<file path="src/rtl/pwmc_pkg.sv">
`timescale 1ns / 1ps
package pwmc_pkg;

	localparam int QW = 30;
	localparam int CLK_W = 31;
	localparam int NUM_CHANNELS_DEF = 5;
	localparam int SPAN_SHIFT = 17;
	localparam logic [QW-1:0] NS_PER_SEC = 30'd1000000000;
	localparam logic [CLK_W-1:0] CLK_RST = 31'd66000000;
	localparam logic [5:0] CH_STRIDE = 6'd12;

	typedef enum logic [1:0] {
		ST_OK     = 2'd0,
		ST_RANGE  = 2'd1,
		ST_DUTY   = 2'd2,
		ST_PERIOD = 2'd3
	} status_t;

	typedef struct packed {
		logic [2:0]    ch;
		logic [QW-1:0] duty;
		logic [QW-1:0] per;
		status_t       st;
		logic [QW-1:0] rate;
		logic [1:0]    idx;
	} sel_t;

	typedef struct packed {
		logic [2:0]    ch;
		status_t       st;
		logic [QW-1:0] rate;
		logic [1:0]    idx;
	} fin_t;

endpackage

</file>
<file path="src/rtl/pwmc_sel.sv">
`timescale 1ns / 1ps
module pwmc_sel (
	input  logic                      clk,
	input  logic                      arst_n,
	input  logic                      en,
	input  logic [pwmc_pkg::CLK_W-1:0] clk_hz,
	input  logic                      in_valid,
	input  logic [2:0]                ch,
	input  logic [30:0]               duty,
	input  logic [30:0]               per,
	output logic                      out_valid,
	output pwmc_pkg::sel_t            out
);
	import pwmc_pkg::*;

	localparam logic [45:0] LIMIT = 46'(NS_PER_SEC);

	logic          v_s    [1:4];
	logic [2:0]    ch_s   [1:4];
	logic [30:0]   duty_s [1:4];
	logic [30:0]   per_s  [1:4];
	status_t       st_s   [1:4];
	logic [3:0]    fit_s  [1:4];
	status_t       st0;

	always_comb begin
		if (per > 31'(NS_PER_SEC) || duty > 31'(NS_PER_SEC)) begin
			st0 = ST_RANGE;
		end else if (duty > per) begin
			st0 = ST_DUTY;
		end else if (per == '0) begin
			st0 = ST_PERIOD;
		end else begin
			st0 = ST_OK;
		end
	end

	for (genvar k = 0; k < 4; k++) begin : g_fit
		logic             v_i;
		logic [2:0]       ch_i;
		logic [30:0]      duty_i;
		logic [30:0]      per_i;
		status_t          st_i;
		logic [3:0]       fit_i;
		logic [CLK_W-1:0] sh;
		logic [14:0]      span;
		logic [45:0]      prod;
		logic [3:0]       fit_n;

		if (k == 0) begin : g_head
			assign v_i    = in_valid;
			assign ch_i   = ch;
			assign duty_i = duty;
			assign per_i  = per;
			assign st_i   = st0;
			assign fit_i  = '0;
		end else begin : g_body
			assign v_i    = v_s[k];
			assign ch_i   = ch_s[k];
			assign duty_i = duty_s[k];
			assign per_i  = per_s[k];
			assign st_i   = st_s[k];
			assign fit_i  = fit_s[k];
		end

		assign sh   = clk_hz >> (SPAN_SHIFT + k);
		assign span = 15'(sh) + 15'd1;
		assign prod = 46'(span) * 46'(per_i);
		always_comb begin
			fit_n    = fit_i;
			fit_n[k] = (prod <= LIMIT);
		end

		always_ff @(posedge clk or negedge arst_n) begin
			if (!arst_n) begin
				v_s[k+1] <= 1'b0;
			end else if (en) begin
				v_s[k+1] <= v_i;
			end
		end

		always_ff @(posedge clk) begin
			if (en) begin
				ch_s[k+1]   <= ch_i;
				duty_s[k+1] <= duty_i;
				per_s[k+1]  <= per_i;
				st_s[k+1]   <= st_i;
				fit_s[k+1]  <= fit_n;
			end
		end
	end

	logic [1:0]       idx;
	logic [CLK_W-1:0] rate_w;
	logic [QW-1:0]    rate;
	sel_t             nxt;

	always_comb begin
		priority if (fit_s[4][0]) idx = 2'd0;
		else if (fit_s[4][1])     idx = 2'd1;
		else if (fit_s[4][2])     idx = 2'd2;
		else                      idx = 2'd3;
	end

	assign rate_w = clk_hz >> ({1'b0, idx} + 3'd1);
	assign rate   = rate_w[QW-1:0];

	always_comb begin
		nxt.ch   = ch_s[4];
		nxt.duty = duty_s[4][QW-1:0];
		nxt.per  = per_s[4][QW-1:0];
		nxt.st   = st_s[4];
		nxt.rate = rate;
		nxt.idx  = idx;
		if (st_s[4] == ST_OK && (rate == '0 || rate > NS_PER_SEC)) begin
			nxt.st = ST_PERIOD;
		end
	end

	always_ff @(posedge clk or negedge arst_n) begin
		if (!arst_n) begin
			out_valid <= 1'b0;
		end else if (en) begin
			out_valid <= v_s[4];
		end
	end

	always_ff @(posedge clk) begin
		if (en) begin
			out <= nxt;
		end
	end
endmodule

</file>
<file path="config.mk">
export PLATFORM = sky130hd
export DESIGN_NAME = pwmc_sel
export DESIGN_NICKNAME = d
export VERILOG_FILES = /design/src/rtl/pwmc_pkg.sv /design/src/rtl/pwmc_sel.sv
export SDC_FILE = /design/constraint.sdc
export NUM_CORES = 2
export LEC_CHECK = 0
export BUFFER_PORTS_ARGS = -buffer_cell sky130_fd_sc_hd__buf_4
export CORE_UTILIZATION = 60
export CTS_CLUSTER_SIZE = 14
export DETAILED_ROUTE_END_ITERATION = 7
export PLACE_DENSITY = 0.9
export SKIP_CTS_REPAIR_TIMING = 1
export SLEW_MARGIN = 5
export SYNTH_ARGS = -nofsm -noshare
export SYNTH_HDL_FRONTEND = slang
export SYNTH_SLANG_ARGS = --single-unit
</file>
<file path="constraint.sdc">
create_clock -name clk -period 21.5 [get_ports clk]
set_input_delay 2.15 -clock clk [delete_from_list [all_inputs] [get_ports clk]]
set_output_delay 2.15 -clock clk [all_outputs]
set_load 0.02 [all_outputs]
</file>
==> flow_summary_export.csv <==
group,metric,value,unit
outcome,status,"finished with violations",
outcome,violations,"design-rule violations, max-capacitance violations",
floorplanning,die_h,305,um
yosys,synthArstFlopShare,1.34,%
yosys,yosysUniqueCellTypes,92,
drt,vias_per_cell,6.18,
yosys,synth_cells,5512,
setup_path,worst_setup_path_end_kind,"flip-flop",
global_route,antenna_found_initial,6,
timing,period_needed,12.31,ns
cts,cts_made_buffers,40,
drt,drt_iter0_markers,4020,
cts,cts_tree,"yes",
yosys,synth-edff-count,368,
yosys,synth_top_cell_by_area,"fa_1",
global_route,grt_pass1_wl,240000,um
floorplanning,io_pins,198,
yosys,synthTopCellsByCount,"fa_1 (1,039), inv_1 (967), nand2_1 (799), and2_1 (409), edfxtp_1 (368)",
yosys,yosys_warnings,0,
cts,cts-htree-levels,2,
timing,hold_violations,0,
drt,ant_nets,0,
drt,routed_wl,150000,um
floorplanning,start_util,60.9,%
setup_path,worstSetupPathType,"in -> reg",
drt,wl_per_cell,22.4,um
yosys,synth_seq_area_share,20.3,%
floorplanning,rows,110,
timing,setup_viol,0,
place,routabilityCongestion,1.00,
yosys,synth_area_leaders,"fa_1 (38%), edfxtp_1 (20%), ha_1 (7.8%)",
yosys,ys_seq_elements,373,
floorplanning,die_w,305,um
hold_path,min_path_type,"reg -> reg",
drt,first_pass_iters,8,
cts,insertion_delay,0.64,ns
timing,max_freq,81.2,MHz
timing,final_max_slew_viol_count,0,
timing,final.setup.tns,0,ns
setup_path,path_max_fanout,70,
setup_path,cp.arrival,12.81,ns
timing,slew_headroom,1.65,%
setup_path,start_kind,"primary input",
yosys,synth_ff_type,"edfxtp_1",
cts,max-clock-path-buffers,3,
drt,num_vias,41464,
setup_path,ff2ff_setup_slack,13.44,ns
floorplanning,floorplan.die_area,0.0929,mm^2
global_route,grt_overflow,0,
global_route,grt_pass1_vias,44708,
timing,rsz0062_at_grt,"false",
timing,clock_skew,0.0286,ns
final_layout,area_delta_synth_final,7.05,%
setup_path,required,22.00,ns
final_layout,fin_nets,6978,
cts,clock-sinks,373,
drt,drc_errors,15,
place,port_buffers,196,
floorplanning,core,0.0904,mm^2
final_layout,drive_gt1_share,6.88,%
yosys,netlist_area,0.0550,mm^2
yosys,synth_top_area_share,37.8,%
place,hpwl,111000,um
yosys,syn_nets,6993,
cts,cts.clk_slew.worst_paths,0.06,ns
cts,cts_root_buffer,"clkbuf_16",
timing,period_share,57.3,%
yosys,yosys.cell_count.top_type,"fa_1",
yosys,syn_avg_cell_area,9.98,um^2
flow_run,max_cap_violations,1,
global_route,gr-usage-all-layers,33.4,%
global_route,grt_max_degree,83,
final_layout,finish.utilization,65.1,%
timing,max_slew.worst_pin.slew,1.46,ns
## final cells by class
cell class / instances / area [um^2]
antenna: 3 / 7.51
clock buffer: 46 / 1020
clock inverter: 26 / 277
fill: 6395 / 31500
inverter: 967 / 3630
multi-input combinational: 3884 / 39600
sequential: 373 / 11200
tap: 1176 / 1470
timing repair buffer: 231 / 1740
## critical path: stages
cell and delay [ns]:
buf_4 0.52, ha_1 0.53, nand2_1 0.10, nor2_1 0.31, and3_1 0.31, inv_1 0.07, nor3_2 0.17, buf_4 0.79
and2_1 0.71, nand2_1 0.18, fa_1 0.55, fa_1 0.53, fa_1 0.55, fa_1 0.52, fa_1 0.53, fa_1 0.55
inv_1 0.04, ha_1 0.36, and2_1 0.38, nand4_1 0.15, o22ai_1 0.49, a211oi_1 0.30, o41ai_1 0.68, a21boi_0 0.25
a21oi_1 0.09, or4_1 0.53, nor3_1 0.19, o2111a_1 0.21
## per-stage QoR
stage | cell area (um^2) | setup slack (ns) | instances | hold WS [ns]
after floorplan | 55000 | 11.33 | 5512 | 0.400
after global placement | 57600 | 9.03 | 6631 | 0.400
after detailed placement | 57600 | 8.97 | 6631 | 0.405
after CTS | 58900 | 9.55 | 6703 | 0.415
after global routing | 58900 | 8.82 | 6703 | 0.408
final | 58900 | 9.19 | 6706 | 0.410
## per-layer routing
metal  vias to the layer above  global-route usage [%]  routed length, um
met4                         4                    17.2               9130
met5                         -                    1.19                178
met3                       811                    11.8              21300
met1                     20477                    40.7              50900
met2                      2930                    52.3              68800
li1                      17242                       -                  -
## flip-flops by register name (all words and copies together) (netlist names)
signal	count
per_s	122
duty_s	120
out	97
ch_s	12
fit_s	9
st_s	8
g_fit.v_i	3
out_valid	1
v_s	1
## cells in the final DEF (no fill, tap or decap), types with 66 or more instances in the layout
| cell | synthesis | final |
|---|---|---|
| fa_1 | 1039 | 1039 |
| inv_1 | 967 | 967 |
| nand2_1 | 799 | 799 |
| and2_1 | 409 | 409 |
| edfxtp_1 | 368 | 368 |
| ha_1 | 342 | 342 |
| buf_4 | 0 | 230 |
| nor2b_1 | 146 | 146 |
| a21oi_1 | 141 | 141 |
| nor2_1 | 138 | 136 |
| o21ai_0 | 106 | 106 |
| a21o_1 | 66 | 66 |
## worst paths after layout
kind	start	end	cells past startpoint
min in group asynchronous	arst_n	g_fit[3].v_i	1
worst min-delay path	duty_s[4][18]	out[82]	0
worst max register to register	per_s[1][7]	fit_s[0][9]	20
max in group asynchronous	arst_n	v_s[0]	1
worst max-delay path	clk_hz[19]	fit_s[0][4]	28
worst min register to register	duty_s[4][18]	out[82]	0
## kinds of logic after synthesis
kind of cell             Yosys count  share of synthesized area [%]
flip-flops                       373                           20.3
adder cells (fa/ha/maj)         1381                           45.6
buffers and inverters           1255                           8.57
AND/OR/NAND/NOR                 1802                           16.2
XOR/XNOR                         113                           1.80
AO/OA/AOI/OAI                    527                           6.34
multiplexers                      61                           1.22
Power is not shown: default switching activity piles up to over one toggle a cycle in this logic, so the estimate is an artifact.
